===== config.mk =====
export PLATFORM = sky130hd
export DESIGN_NAME = contact_refcount_table
export DESIGN_NICKNAME = d
export VERILOG_FILES = /design/src/rtl/crt_pkg.sv /design/src/rtl/crt_ctrl.sv /design/src/rtl/crt_datapath.sv /design/src/rtl/contact_refcount_table.sv
export SDC_FILE = /design/constraint.sdc
export NUM_CORES = 1
export LEC_CHECK = 0
export ABC_AREA = 1
export BUFFER_PORTS_ARGS = -buffer_cell sky130_fd_sc_hd__buf_2
export CAP_MARGIN = 20
export CORE_UTILIZATION = 45
export CTS_CLUSTER_DIAMETER = 100
export DETAILED_ROUTE_END_ITERATION = 7
export PLACE_DENSITY = 0.57
export SKIP_LAST_GASP = 1
export SLEW_MARGIN = 20
export SYNTH_ARGS = -nofsm -noshare
export SYNTH_HDL_FRONTEND = slang
export SYNTH_SLANG_ARGS = --single-unit

===== constraint.sdc =====
create_clock -name clk -period 8.8 [get_ports clk]
set_clock_uncertainty 0.15 [all_clocks]
set_input_delay 1.76 -clock clk [delete_from_list [all_inputs] [get_ports clk]]
set_output_delay 1.76 -clock clk [all_outputs]
set_load 0.05 [all_outputs]

===== src/rtl/crt_pkg.sv =====
`timescale 1ns / 1ps
`default_nettype none
// ----------------------------------------------------------------------------
// crt_pkg
// Shared types and constants of the contact reference count table.
// ----------------------------------------------------------------------------
package crt_pkg;

  localparam int BODY_W  = 32;
  localparam int COUNT_W = 16;
  localparam int EV_W    = 2;

  localparam int DEF_CONTACT_SLOTS = 16;

  localparam logic [EV_W-1:0] EV_NONE  = 2'd0;
  localparam logic [EV_W-1:0] EV_BEGAN = 2'd1;
  localparam logic [EV_W-1:0] EV_ENDED = 2'd2;
  localparam logic [EV_W-1:0] EV_FULL  = 2'd3;

  localparam logic CMD_BEGIN = 1'b0;
  localparam logic CMD_END   = 1'b1;

  localparam logic [COUNT_W-1:0] COUNT_MAX = '1;

  // controller to datapath commands
  typedef struct packed {
    logic load;   // capture a transaction and its slot match vector
    logic exec;   // update the table and issue the result
  } ctl_t;

endpackage
`default_nettype wire


===== src/rtl/crt_ctrl.sv =====
`timescale 1ns / 1ps
`default_nettype none
// ----------------------------------------------------------------------------
// crt_ctrl
// Sequencer: accepts a transaction, then runs the table update.
// ----------------------------------------------------------------------------
module crt_ctrl (
  input  wire logic        clk,
  input  wire logic        rst_n,
  input  wire logic        start,
  output logic             busy,
  output crt_pkg::ctl_t    ctl
);

  typedef enum logic {
    ST_IDLE,
    ST_EXEC
  } state_t;

  state_t state_r;
  logic   busy_r;

  always_ff @(posedge clk) begin
    if (!rst_n) begin
      state_r <= ST_IDLE;
      busy_r  <= 1'b0;
    end else begin
      unique case (state_r)
        ST_IDLE: begin
          if (start) begin
            state_r <= ST_EXEC;
            busy_r  <= 1'b1;
          end
        end
        ST_EXEC: begin
          state_r <= ST_IDLE;
          busy_r  <= 1'b0;
        end
        default: begin
          state_r <= ST_IDLE;
          busy_r  <= 1'b0;
        end
      endcase
    end
  end

  assign busy     = busy_r;
  assign ctl.load = start && !busy_r;
  assign ctl.exec = (state_r == ST_EXEC);

endmodule
`default_nettype wire


===== src/rtl/crt_datapath.sv =====
`timescale 1ns / 1ps
`default_nettype none
// ----------------------------------------------------------------------------
// crt_datapath
// Slot table, parallel id compare, count update and result registers.
// ----------------------------------------------------------------------------
module crt_datapath #(
  parameter int CONTACT_SLOTS = crt_pkg::DEF_CONTACT_SLOTS
) (
  input  wire logic                         clk,
  input  wire logic                         rst_n,
  input  wire crt_pkg::ctl_t                ctl,
  input  wire logic                         cfg_we,
  input  wire logic [crt_pkg::BODY_W-1:0]   cfg_wdata,
  input  wire logic                         in_command,
  input  wire logic [crt_pkg::BODY_W-1:0]   in_body_a,
  input  wire logic [crt_pkg::BODY_W-1:0]   in_body_b,
  output logic                              out_valid,
  output logic [crt_pkg::EV_W-1:0]          out_event_res,
  output logic [crt_pkg::BODY_W-1:0]        out_peer_body,
  output logic [crt_pkg::COUNT_W-1:0]       out_pair_count
);

  localparam int SLOT_IW = (CONTACT_SLOTS > 1) ? $clog2(CONTACT_SLOTS) : 1;

  logic [crt_pkg::BODY_W-1:0]  own_body_r;

  logic                        valid_r [CONTACT_SLOTS];
  logic [crt_pkg::BODY_W-1:0]  body_r  [CONTACT_SLOTS];
  logic [crt_pkg::COUNT_W-1:0] count_r [CONTACT_SLOTS];

  // captured transaction
  logic                        cmd_r;
  logic                        own_hit_r;
  logic [crt_pkg::BODY_W-1:0]  other_r;
  logic [CONTACT_SLOTS-1:0]    match_r;

  logic                        hit_a;
  logic                        hit_b;
  logic [CONTACT_SLOTS-1:0]    match_a;
  logic [CONTACT_SLOTS-1:0]    match_b;

  logic                        found;
  logic [SLOT_IW-1:0]          found_idx;
  logic                        free_found;
  logic [SLOT_IW-1:0]          free_idx;
  logic [crt_pkg::COUNT_W-1:0] cur_cnt;

  logic                        wr_en;
  logic [SLOT_IW-1:0]          wr_idx;
  logic                        wr_valid;
  logic                        wr_body_en;
  logic [crt_pkg::COUNT_W-1:0] wr_count;
  logic [crt_pkg::EV_W-1:0]    ev_nxt;
  logic [crt_pkg::COUNT_W-1:0] cnt_nxt;

  logic                        out_valid_r;
  logic [crt_pkg::EV_W-1:0]    out_ev_r;
  logic [crt_pkg::BODY_W-1:0]  out_other_r;
  logic [crt_pkg::COUNT_W-1:0] out_cnt_r;

  always_ff @(posedge clk) begin
    if (!rst_n) begin
      own_body_r <= '0;
    end else if (cfg_we) begin
      own_body_r <= cfg_wdata;
    end
  end

  // compare both ids against every slot, then pick by which side is own
  assign hit_a = (in_body_a == own_body_r);
  assign hit_b = (in_body_b == own_body_r);

  always_comb begin
    for (int i = 0; i < CONTACT_SLOTS; i++) begin
      match_a[i] = valid_r[i] && (body_r[i] == in_body_a);
      match_b[i] = valid_r[i] && (body_r[i] == in_body_b);
    end
  end

  always_ff @(posedge clk) begin
    if (ctl.load) begin
      cmd_r     <= in_command;
      own_hit_r <= hit_a || hit_b;
      if (hit_a) begin
        other_r <= in_body_b;
        match_r <= match_b;
      end else if (hit_b) begin
        other_r <= in_body_a;
        match_r <= match_a;
      end else begin
        other_r <= '0;
        match_r <= '0;
      end
    end
  end

  // lowest matching slot and lowest free slot
  always_comb begin
    found      = 1'b0;
    found_idx  = '0;
    free_found = 1'b0;
    free_idx   = '0;
    for (int i = CONTACT_SLOTS - 1; i >= 0; i--) begin
      if (match_r[i]) begin
        found     = 1'b1;
        found_idx = SLOT_IW'(i);
      end
      if (!valid_r[i]) begin
        free_found = 1'b1;
        free_idx   = SLOT_IW'(i);
      end
    end
  end

  assign cur_cnt = count_r[found_idx];

  always_comb begin
    wr_en      = 1'b0;
    wr_idx     = found_idx;
    wr_valid   = 1'b1;
    wr_body_en = 1'b0;
    wr_count   = cur_cnt;
    ev_nxt     = crt_pkg::EV_NONE;
    cnt_nxt    = '0;
    if (own_hit_r) begin
      if (cmd_r == crt_pkg::CMD_BEGIN) begin
        if (found) begin
          wr_en    = 1'b1;
          wr_count = (cur_cnt == crt_pkg::COUNT_MAX) ? cur_cnt
                                                      : cur_cnt + crt_pkg::COUNT_W'(1);
          cnt_nxt  = wr_count;
        end else if (free_found) begin
          wr_en      = 1'b1;
          wr_idx     = free_idx;
          wr_body_en = 1'b1;
          wr_count   = crt_pkg::COUNT_W'(1);
          ev_nxt     = crt_pkg::EV_BEGAN;
          cnt_nxt    = crt_pkg::COUNT_W'(1);
        end else begin
          ev_nxt = crt_pkg::EV_FULL;
        end
      end else if (found) begin
        wr_en = 1'b1;
        if (cur_cnt > crt_pkg::COUNT_W'(1)) begin
          wr_count = cur_cnt - crt_pkg::COUNT_W'(1);
          cnt_nxt  = wr_count;
        end else begin
          wr_valid = 1'b0;
          ev_nxt   = crt_pkg::EV_ENDED;
        end
      end
    end
  end

  always_ff @(posedge clk) begin
    if (!rst_n) begin
      for (int i = 0; i < CONTACT_SLOTS; i++) begin
        valid_r[i] <= 1'b0;
      end
    end else if (ctl.exec && wr_en) begin
      for (int i = 0; i < CONTACT_SLOTS; i++) begin
        if (wr_idx == SLOT_IW'(i)) begin
          valid_r[i] <= wr_valid;
        end
      end
    end
  end

  always_ff @(posedge clk) begin
    if (ctl.exec && wr_en) begin
      for (int i = 0; i < CONTACT_SLOTS; i++) begin
        if (wr_idx == SLOT_IW'(i)) begin
          count_r[i] <= wr_count;
          if (wr_body_en) begin
            body_r[i] <= other_r;
          end
        end
      end
    end
  end

  always_ff @(posedge clk) begin
    if (!rst_n) begin
      out_valid_r <= 1'b0;
    end else begin
      out_valid_r <= ctl.exec;
    end
  end

  always_ff @(posedge clk) begin
    if (ctl.exec) begin
      out_ev_r    <= ev_nxt;
      out_other_r <= other_r;
      out_cnt_r   <= cnt_nxt;
    end
  end

  assign out_valid      = out_valid_r;
  assign out_event_res  = out_ev_r;
  assign out_peer_body  = out_other_r;
  assign out_pair_count = out_cnt_r;

  // at most one valid slot per body id
  a_match_unique: assert property (@(posedge clk) disable iff (!rst_n)
    ctl.exec |-> $onehot0(match_r))
    else $error("multiple slots match one body");

  a_exec_result: assert property (@(posedge clk) disable iff (!rst_n)
    ctl.exec |=> out_valid_r)
    else $error("update cycle without result strobe");

  a_foreign_none: assert property (@(posedge clk) disable iff (!rst_n)
    (ctl.exec && !own_hit_r) |=> (out_ev_r == crt_pkg::EV_NONE && out_cnt_r == '0
                                  && out_other_r == '0))
    else $error("foreign pair produced an event");

  a_began_count: assert property (@(posedge clk) disable iff (!rst_n)
    (out_valid_r && out_ev_r == crt_pkg::EV_BEGAN) |-> (out_cnt_r == crt_pkg::COUNT_W'(1)))
    else $error("new contact without count one");

  a_ended_count: assert property (@(posedge clk) disable iff (!rst_n)
    (out_valid_r && (out_ev_r == crt_pkg::EV_ENDED || out_ev_r == crt_pkg::EV_FULL))
      |-> (out_cnt_r == '0))
    else $error("ended or dropped contact with nonzero count");

endmodule
`default_nettype wire


===== src/rtl/contact_refcount_table.sv =====
`timescale 1ns / 1ps
`default_nettype none
// ----------------------------------------------------------------------------
// contact_refcount_table
// Reference-counted table of bodies in contact with one tracked body.
//
// Usage:
//   Input: drive in_command/in_body_a/in_body_b and raise start; the
//   transaction is taken on a clock edge where start is high and busy is
//   low. busy then stays high for one cycle while the table is updated.
//   Output: one result per transaction, shown for exactly one cycle with
//   out_valid high, on the cycle after the update. The receiver cannot
//   stall; results must be taken as shown.
//   Sequence: each transaction has a capture cycle (parallel id compare
//   against all slots) and then an update cycle (slot select and count
//   add/subtract); no new one is taken until its update is done. A
//   new transaction may be accepted while the previous result is on the output.
//   Config: cfg_we/cfg_wdata write the tracked body id; write only while
//   no transaction is in flight.
//   Reset (rst_n low, synchronous): table emptied, tracked id set to 0,
//   no result pending; ready for a transaction on the next cycle.
// ----------------------------------------------------------------------------
module contact_refcount_table #(
  parameter int CONTACT_SLOTS = crt_pkg::DEF_CONTACT_SLOTS
) (
  input  wire logic                         clk,
  input  wire logic                         rst_n,
  input  wire logic                         start,
  output logic                              busy,
  input  wire logic                         in_command,
  input  wire logic [crt_pkg::BODY_W-1:0]   in_body_a,
  input  wire logic [crt_pkg::BODY_W-1:0]   in_body_b,
  output logic                              out_valid,
  output logic [crt_pkg::EV_W-1:0]          out_event_res,
  output logic [crt_pkg::BODY_W-1:0]        out_peer_body,
  output logic [crt_pkg::COUNT_W-1:0]       out_pair_count,
  input  wire logic                         cfg_we,
  input  wire logic [crt_pkg::BODY_W-1:0]   cfg_wdata
);

  crt_pkg::ctl_t ctl;

  crt_ctrl u_ctrl (
    .clk   (clk),
    .rst_n (rst_n),
    .start (start),
    .busy  (busy),
    .ctl   (ctl)
  );

  crt_datapath #(
    .CONTACT_SLOTS (CONTACT_SLOTS)
  ) u_datapath (
    .clk            (clk),
    .rst_n          (rst_n),
    .ctl            (ctl),
    .cfg_we         (cfg_we),
    .cfg_wdata      (cfg_wdata),
    .in_command     (in_command),
    .in_body_a      (in_body_a),
    .in_body_b      (in_body_b),
    .out_valid      (out_valid),
    .out_event_res  (out_event_res),
    .out_peer_body  (out_peer_body),
    .out_pair_count (out_pair_count)
  );

endmodule
`default_nettype wire


# Yosys cells after proc, flatten, opt, wreduce, memory -nomap -nowiden
# Memories as Yosys holds them, arrays and structs flattened.
# Index checks and enable logic that the tools add are counted.
# word_totals
output_inout_bits	52
mem_bits_rw	784
reg_bits	135
n_memories	3
# memory_table
name	depth	width	rd	rd_ports_with_merged_regs	wr	line_no	text
u_datapath.body_r	16	32	16	0	1	crt_datapath.sv:29	logic [crt_pkg::BODY_W-1:0] body_r [CONTACT_SLOTS];
u_datapath.count_r	16	16	1	0	1	crt_datapath.sv:30	logic [crt_pkg::COUNT_W-1:0] count_r [CONTACT_SLOTS];
u_datapath.valid_r	16	1	16	0	16	crt_datapath.sv:28	logic valid_r [CONTACT_SLOTS];
# classes
bitwise	17
add_sub_neg	2
n_reduce_logical	67
n_eq_ne	51
magnitude_cmp	1
muxes	341
# op_table
cell	count
32-bit == test	34
32-bit 2-to-1 mux	17
32-bit OR reduction	15
16-bit 2-to-1 mux	28
4-bit 2-to-1 mux	66
16-bit OR reduction	15
1-bit 2-to-1 mux	223
1-bit logical AND	34
4-bit == test (second input constant)	8
16-bit by 1-bit adder with 16-bit output (second input constant)	1
16-bit == test (second input constant)	1
4-bit by 3-bit == test with 1-bit output (second input constant)	4
16-bit by 1-bit > comparator with 1-bit output (second input constant)	1
1-bit bitwise OR	16
16-bit by 1-bit subtractor with 16-bit output (second input constant)	1
2-bit 2-to-1 mux	5
4-bit by 2-bit == test with 1-bit output (second input constant)	2
4-bit by 1-bit == test with 1-bit output (second input constant)	1
4-bit zero test	1
1-bit one-hot mux with 2 select lines	2
2-bit != test (second input constant)	1
1-bit zero test	1
1-bit logical OR	1
1-bit NOT	1

# Longest topological paths before layout
# Gate-level depths: netlist (run 1).
# An unclocked memory read counts as a cell.
# logic_depth
ltp_word	41
ltp_mapped	37
ltp_nobuf	36

# Modules after synthesis
# Synthesis (run 1) repeated with hierarchy kept, for this count alone.
# unflattened
cells_unflattened	4570
area_unflattened_um2	47260.3
# modules_own_cells
mod	seq_area_each_um2	area_each_um2	instances	cells_per_inst
crt_datapath	27196.1	47186.5	1	4560
crt_ctrl	40.0	73.8	1	10

# Worst setup path before layout (run 1)
# Ideal clock, no wire load.
# synth_path
path_type	reg2reg
start	register u_ctrl.state_r
end	memory u_datapath.body_r[1][0] (netlist name) (enable)
arrival_time_ns	4.322
path_slack_ns	3.907
path_stages_with_launch	8
period_less_slack_ns	4.893
path_cell_list	dfxtp_1 o2111a_1 nand2_1 nor2_1 inv_1 nor2_1 inv_1 nor2_1
# synth_between
elab_chain_cells	19
elab_cells_between_ends	78
classes_between	mux (62); reduce/logical (16)
# synth_rtl
element	line_no	text
from (decl)	crt_ctrl.sv:20	state_t state_r;
from (signal assigned)	crt_ctrl.sv:25	state_r <= ST_IDLE;
from (signal assigned)	crt_ctrl.sv:31	state_r <= ST_EXEC;
from (signal assigned)	crt_ctrl.sv:36	state_r <= ST_IDLE;
1-bit logical AND *	crt_datapath.sv:171	if (ctl.exec && wr_en) begin
1-bit 2-to-1 mux	crt_datapath.sv:171	
1-bit 2-to-1 mux (implied by the code)	crt_datapath.sv:176	body_r[i] <= other_r;
32-bit OR reduction (no source line)	-	
4-bit 2-to-1 mux (no source line) or 1-bit 2-to-1 mux (tied branches) (15 in series)	-	
to (decl)	crt_datapath.sv:29	
# Every way passes the cells marked *; elsewhere a longest branch is shown, timed or not.

# Final worst setup path (run 1)
# layout_path
start	input port in_body_b[21] (netlist name)
end	register u_datapath.match_r[5], data pin
# layout_between
elab_chain_cells	3
elab_cells_between_ends	5
classes_between	eq/ne (2); mux (2); reduce/logical (1)
# layout_rtl
element	line_no	text
from (decl)	contact_refcount_table.sv:32	input wire logic [crt_pkg::BODY_W-1:0] in_body_b,
32-bit == test, on equally long branches	crt_datapath.sv:72, crt_datapath.sv:77	
16-bit 2-to-1 mux or 1-bit logical AND (tied branches)	crt_datapath.sv:88, crt_datapath.sv:77	
16-bit 2-to-1 mux *	crt_datapath.sv:85	if (hit_a) begin
to (signal assigned)	crt_datapath.sv:87	match_r <= match_b;
to (signal assigned)	crt_datapath.sv:90	match_r <= match_a;
to (decl)	crt_datapath.sv:36	logic [CONTACT_SLOTS-1:0] match_r;
# Marked as above.
# A chain may end at the register's enable or synchronous reset.

==> summary.md, run 1 <==
| Metric | Value |
|---|---|
| Post-Syn Nets | `roughly 4300` |
| Initial core utilization | `between 40 and 50%` |
| Slew @ Worst Pin | `around 1.1 ns` |
| Post-Syn Instances | `~4200` |
| CTS tree | `built` |
| Via count | `between 30000 and 40000` |
| Register clock-pin slew on the reported worst setup and hold paths | `~0.06 ns` |
| Routed WL | `between 200000 and 250000 um` |
| DP Wirelength | `125000 um` |
| IO Count | `between 150 and 200` |
| Largest net degree at the start of global routing | `75` |
| CP max-delay cell | `nor4_4` |
| Post CTS Setup Buffer Count | `0` |
| Die Width | `about 320 um` |
| Total CTS buffers | `101` |
| Synthesized area | `around 47000 sq um` |
| Row cnt | `between 100 and 150` |
| Clk sinks | `919` |
| Core footprint | `between 100000 and 150000 sq um` |
| R2R depth | `34` |
| Sw Pwr | `~2700 uW` |
| Top_reg_cell synth | `edfxtp_1` |
| Worst skew pair latency | `between 0.7 and 0.8 ns` |
| Seq cells post-synth | `between 900 and 1000` |
| Switching share of power | `a little over a quarter` |
| Routed Antenna Nets | `0` |
| Clock power share | `40.7%` |
| Post-synth EDFFs | `884` |
| Critical path destination | `u_datapath.match_r[5]` |
| Final setup fails | `0` |
| Crit path max-delay family | `simple AND/OR/NAND/NOR gates` |
| Die outline height | `between 300 and 400 um` |
| Tmin final | `~5.8 ns` |
| CP Class | `input pin to register` |
| Final GP Congestion | `between 1 and 1.5` |
| Drt first pass iters | `6` |
| Post-synth top area share | `a little under three fifths` |
| Leakage | `0.0197 uW` |
| Max VDD drop | `roughly 0.16 mV` |
| CP bufs+invs | `3` |
| Worst rel slew slack | `approximately a quarter` |
| Worst R2R Start | `u_datapath.match_r[13]` |
| Final Cycle Share | `66.3%` |
| Pint | `approximately 7500 uW` |
| Comb power frac | `10.9%` |
| DRT iter0 DRCs | `between 5000 and 6000` |
| Cell mode on critical path | `buf_4` |
| CTS H-Tree Depth | `3` |
| DR vias/cell | `6.17` |
| Yosys warning count | `0` |
| CP Cell Sequence | `buf_2 > buf_4 > nand2_1 > a21oi_1 > nand4_1 > nor4_4 > nand2_2 > buf_4 > nor4_1 > o21a_1` |
| First-pass GRT wire length | `271000 um` |
| CTS max path bufs | `3` |
| Final hold violations | `0` |
| Max-cap check violation count | `0` |
| Arrival time at the worst endpoint | `6.18 ns` |
| CTS-repair resized insts | `0` |
| Maximum clock rate | `roughly 0.17 GHz` |
| Status | `finished clean` |
| Seq/Total Area, Yosys | `58.5%` |
| Initial antenna violation count | `18` |
| Worst reg-to-reg setup slack | `~3.1 ns` |
| Seq pwr share | `between 40% and 50%` |
| Mean Syn Cell Area | `approximately 11 sq um` |
| Total Neg Setup Slack | `0 ns` |
| Critical Path RT | `between 9 and 10 ns` |
| Share of layout cells above drive strength 1 | `around 12%` |
| Async SR Flop Fraction | `0%` |
| Max FO, Critical Path | `22` |
| Vias in the first global route | `~34000` |
| DRC Markers | `0` |
| Max-slew violation count | `0` |
| Worst setup SP type | `input pin` |
| Overall Global Routing Usage | `around 38%` |
| R2r endpoint | `u_datapath.count_r[6][5]` |
| Main area contributors after synthesis | `edfxtp_1 (57%), xor2_1 (13%), nand3_1 (3.6%)` |
| Die Area | `105000 sq um` |
| Final net count | `about 4500` |
| Crit. Startpoint | `in_body_b[21]` |
| Distinct cells, synth | `47` |
| Final core occ | `between 50% and 60%` |
| Hold_ws | `around 0.35 ns` |
| CP endpoint kind | `register` |
| HP Class | `register to register` |
| Area leader, netlist | `edfxtp_1` |
| Worst path depth | `10` |
| Largest stage delay on the critical path | `~0.87 ns` |
| Hold path cells | `2` |
| Wirelength per Cell | `~34 um` |
| Cts-stage hold buffer count | `0` |
| Root Buffer | `clkbuf_16` |
| Power per Cell Area | `194 nW/um^2` |
| Grt ovf | `0` |
| RSZ-0062 raised after global routing | `no` |
| Layout area overhead | `12.9%` |
| PortBufs | `approximately 150` |
logic make-up (layout without fill, tap and decap cells):
family	Yosys count	after routing	share of synthesized area (%)
AND/OR/NAND/NOR	1482	1482	15.6
other	0	7	0
buffers and inverters	625	886	5.29
AO/OA/AOI/OAI	302	302	4.44
flip-flops	919	919	58.5
XOR/XNOR	856	856	16.1
adder cells (fa/ha/maj)	4	4	0.107
flip-flops by register name, summed over array words and instances (netlist names):
signal,count
u_datapath.out_pair_count,16
u_datapath.cmd_r,1
u_ctrl.state_r,1
u_datapath.valid_r,16
u_datapath.out_valid,1
u_ctrl.busy,1
u_datapath.out_peer_body,32
u_datapath.own_hit_r,1
u_datapath.body_r,512
u_datapath.own_body_r,32
u_datapath.other_r,32
u_datapath.match_r,16
u_datapath.count_r,256
u_datapath.out_event_res,2
synth_stat cells (54+ instances only):
cell type  count
inv_1        391
nor2_1       280
nand4_1       88
xnor2_1      158
clkbuf_1     141
nor4_1       190
nand3b_1      77
o21ai_0       54
nand3_1      337
edfxtp_1     884
o22ai_1       90
nand2_1      421
a221oi_1      83
xor2_1       698
worst reg2reg max path: cells and delay by family, from the launching register on:
family	cells	cell delay [ns]
compound gates	2	0.94
fa+ha+maj	1	0.24
buf+inv	3	0.77
flops	1	0.41
simple gates	28	2.80
metal layers:
layer / up-vias / routed length, um / GRT usage [%] / share of wire (%)
met5: - / 41 / 0 / 0.020
met4: 6 / 16700 / 25.6 / 8.3
met3: 704 / 23500 / 9.05 / 12
met2: 2656 / 87600 / 58.1 / 44
met1: 17600 / 72300 / 47.7 / 36
li1: 15000 / - / - / -
power groups by stage:
stage               Clock [uW]  Combinational [uW]  Sequential [uW]
global placement             0                1060             5020
floorplan                    0                 568             5030
CTS                       4150                1070             4930
global route              4300                1140             4930
detailed placement           0                1060             5020
finish                    4140                1110             4930
per-stage QoR:
| stage | power [uW] | setup slack (ns) | cells | cell area [sq um] |
|---|---|---|---|---|
| 2_1_floorplan | 5600 | 3.91 | 4188 | 46600 |
| 3_3_place_gp | 6080 | 2.63 | 5627 | 49300 |
| 3_5_place_dp | 6080 | 2.69 | 5629 | 49300 |
| 4_1_cts | 10100 | 3.18 | 5813 | 52500 |
| 5_1_grt | 10400 | 2.71 | 5819 | 52600 |
| 6_report | 10200 | 2.96 | 5824 | 52600 |
worst min path at each step:
| stage | from | to | slack, ns |
|---|---|---|---|
| floorplan | u_datapath.own_body_r[20] | u_datapath.own_body_r[20] | 0.32 |
| global placement | u_ctrl.busy | u_ctrl.busy | 0.33 |
| detailed placement | u_ctrl.busy | u_ctrl.busy | 0.34 |
| CTS | u_ctrl.busy | u_ctrl.busy | 0.35 |
| global route | u_ctrl.busy | u_ctrl.busy | 0.39 |
| finish | u_ctrl.busy | u_ctrl.busy | 0.35 |
cell usage in the layout, fill, tap and decap left out, drive strengths merged, types with 8 or more instances in the layout:
cell type  instances
o21a              13
o2111ai            8
clkinv            43
buf              295
a21oi             23
o22ai             90
nand2            439
nor4             191
or2               19
nand4             89
nand3b            77
o21ai             64
a221oi            83
nor3              19
xor2             698
clkbuf           138
nor2             297
inv              404
o211ai             8
dfxtp             35
xnor2            158
nand3            340
edfxtp           884
layout make-up:
| class | count | area, sq um |
|---|---|---|
| multi-input cells | 2644 | 17000 |
| clock buffers | 138 | 2750 |
| repair buffers | 295 | 1900 |
| fillers | 9216 | 49600 |
| diodes | 7 | 17.5 |
| inverters | 407 | 1530 |
| clock inverters | 46 | 380 |
| well taps | 1368 | 1710 |
| flip-flops and latches | 919 | 27200 |
Note: power is estimated with default switching activity, not from simulation.
==> run 2, diff against run 1 <==
==> constraint.sdc (replaced) <==
create_clock -name clk -period 5.8 [get_ports clk]
set_clock_uncertainty 0.15 [all_clocks]
set_input_delay 1.16 -clock clk [delete_from_list [all_inputs] [get_ports clk]]
set_output_delay 1.16 -clock clk [all_outputs]
set_load 0.05 [all_outputs]
==> summary.md, run 2 (synthesized netlist as in run 1, its figures left out) <==
| Metric | Value |
|---|---|
| Status | `finished clean` |
| Worst setup SP type | `register` |
| Most flop-heavy register | `u_datapath.body_r` |
| Core footprint | `between 100000 and 150000 sq um` |
| Cell mode on critical path | `nand2_1` |
| CTS H-Tree Depth | `3` |
| Critical Path RT | `between 5 and 6 ns` |
| Arrival time at the worst endpoint | `between 5 and 6 ns` |
| Share of layout cells above drive strength 1 | `about an eighth` |
| Max VDD drop | `between 0.2 and 0.3 mV` |
| Max-slew violation count | `0` |
| Clk sinks | `919` |
| Cts-stage hold buffer count | `0` |
| Vias in the first global route | `33700` |
| Commonest non-fill, non-tap cell in the layout | `edfxtp_1` |
| Layout area overhead | `13.7%` |
| Worst rel slew slack | `a little under a quarter` |
| CTS tree | `built` |
| CP endpoint kind | `register` |
| Clock power share | `a little over two fifths` |
| Worst skew pair latency | `0.72 ns` |
| Final Cycle Share | `about nine tenths` |
| Total CTS buffers | `100` |
| Max-cap check violation count | `0` |
| Final core occ | `approximately 52%` |
| Initial core utilization | `45.6%` |
| Comb power frac | `10.7%` |
| Placed Instance Area | `49500 sq um` |
| Post-Layout Inst Area | `between 50000 and 60000 sq um` |
| Via count | `36000` |
| Die Width | `around 320 um` |
| Switching share of power | `between 20% and 30%` |
| Seq pwr share | `47.2%` |
| Root Buffer | `clkbuf_16` |
| Worst Slack Setup Final | `~0.67 ns` |
| Leakage | `between 0.015 and 0.02 uW` |
| Max FO, Critical Path | `33` |
| Total Neg Setup Slack | `0 ns` |
| Sw Pwr | `~4200 uW` |
| Drt first pass iters | `6` |
| Hold_ws | `0.361 ns` |
| DRT iter0 DRCs | `approximately 5800` |
| HP Class | `register to register` |
| Pint | `between 10000 and 15000 uW` |
| Initial antenna violation count | `19` |
| CTS-repair resized insts | `0` |
| Largest registers | `u_datapath.body_r (512), u_datapath.count_r (256)` |
| RSZ-0062 raised after global routing | `no` |
| Register clock-pin slew on the reported worst setup and hold paths | `about 0.070 ns` |
| Largest stage delay on the critical path | `just over 0.6 ns` |
| DP Wirelength | `between 100000 and 150000 um` |
| CTS max path bufs | `3` |
| Die Area | `105000 sq um` |
| Row cnt | `117` |
| CP Class | `register to register` |
| PortBufs | `~150` |
| Tmin final | `5.13 ns` |
| Commonest non-fill, non-tap cells in the layout | `edfxtp_1 (884), xor2_1 (698), nand2_1 (419)` |
| Final setup fails | `0` |
| Routed WL | `between 150000 and 200000 um` |
| Final net count | `between 4000 and 5000` |
| CP max-delay cell | `o21ai_1` |
| Overall Global Routing Usage | `about two fifths` |
| Grt ovf | `0` |
| Maximum clock rate | `~0.19 GHz` |
| Slew @ Worst Pin | `1.14 ns` |
| Power per Cell Area | `300 nW/um^2` |
| DRC Markers | `0` |
| Routed Antenna Nets | `0` |
| First-pass GRT wire length | `around 270000 um` |
| Setup WS pre-CTS | `0.766 ns` |
| Final hold violations | `0` |
| Max reg flops | `between 500 and 600` |
| Post CTS Setup Buffer Count | `0` |
| Die outline height | `324 um` |
| Wirelength per Cell | `about 34 um` |
| IO Count | `153` |
| Largest net degree at the start of global routing | `69` |
| DR vias/cell | `about 6.2` |
| Final GP Congestion | `1.02` |
run 2: changes by cell type in the layout (fill, tap and decap cells not counted), moves of 3 or more:
cell        before  now
buf_4          137  154
bufinv_16        5   15
clkbuf_1        32   11
clkbuf_16      104  101
clkinv_1        14   35
clkinv_2        26   15
clkinvlp_4       1    5
diode_2          7   11
run 2: metal layers:
layer	global-route usage, %	vias up	share of wire (%)
met3	9.33	752	12
met2	57.8	2676	44
met5	0	-	0.016
met1	47.7	17500	36
li1	-	15000	-
met4	26.5	6	8.2
run 2: final cells by class:
class | count | area [sq um]
Antenna cell | 11 | 27.5
Clock buffer | 112 | 2570
Clock inverter | 75 | 818
Fill cell | 9175 | 49200
Inverter | 407 | 1530
Multi-Input combinational cell | 2644 | 17000
Sequential cell | 919 | 27200
Tap cell | 1368 | 1710
Timing Repair Buffer | 312 | 2040
run 2: worst paths after layout:
kind / startpoint / end / slack [ns] / depth (start not counted)
setup / recovery: u_datapath.match_r[14] / u_datapath.count_r[5][5] / 0.67 / 35
hold / removal: u_ctrl.busy / u_ctrl.busy / 0.36 / 2
setup reg to reg: u_datapath.match_r[14] / u_datapath.count_r[5][5] / 0.67 / 35
hold reg to reg: u_ctrl.busy / u_ctrl.busy / 0.36 / 2
run 2: power by group through the flow:
stage	Combinational (uW)	Clock, uW	Sequential [uW]
2_1_floorplan	862	0	7630
6_report	1700	6680	7490
4_1_cts	1640	6720	7480
3_5_place_dp	1630	0	7620
3_3_place_gp	1630	0	7620
5_1_grt	1750	6960	7490
run 2: worst max-delay path: cells and delay by family (launching register included):
kind | cells | cell delay (ns)
DFF | 1 | 0.41
adders and majority gates | 1 | 0.24
and+or+nand+nor | 29 | 2.51
AOI/OAI and AO/OA | 2 | 0.94
buffers and inverters | 3 | 0.46
run 2: through the flow:
step                power, uW  instances
floorplan                8500       4188
global placement         9250       5648
detailed placement       9250       5648
CTS                     15800       5835
global route            16200       5841
finish                  15900       5848
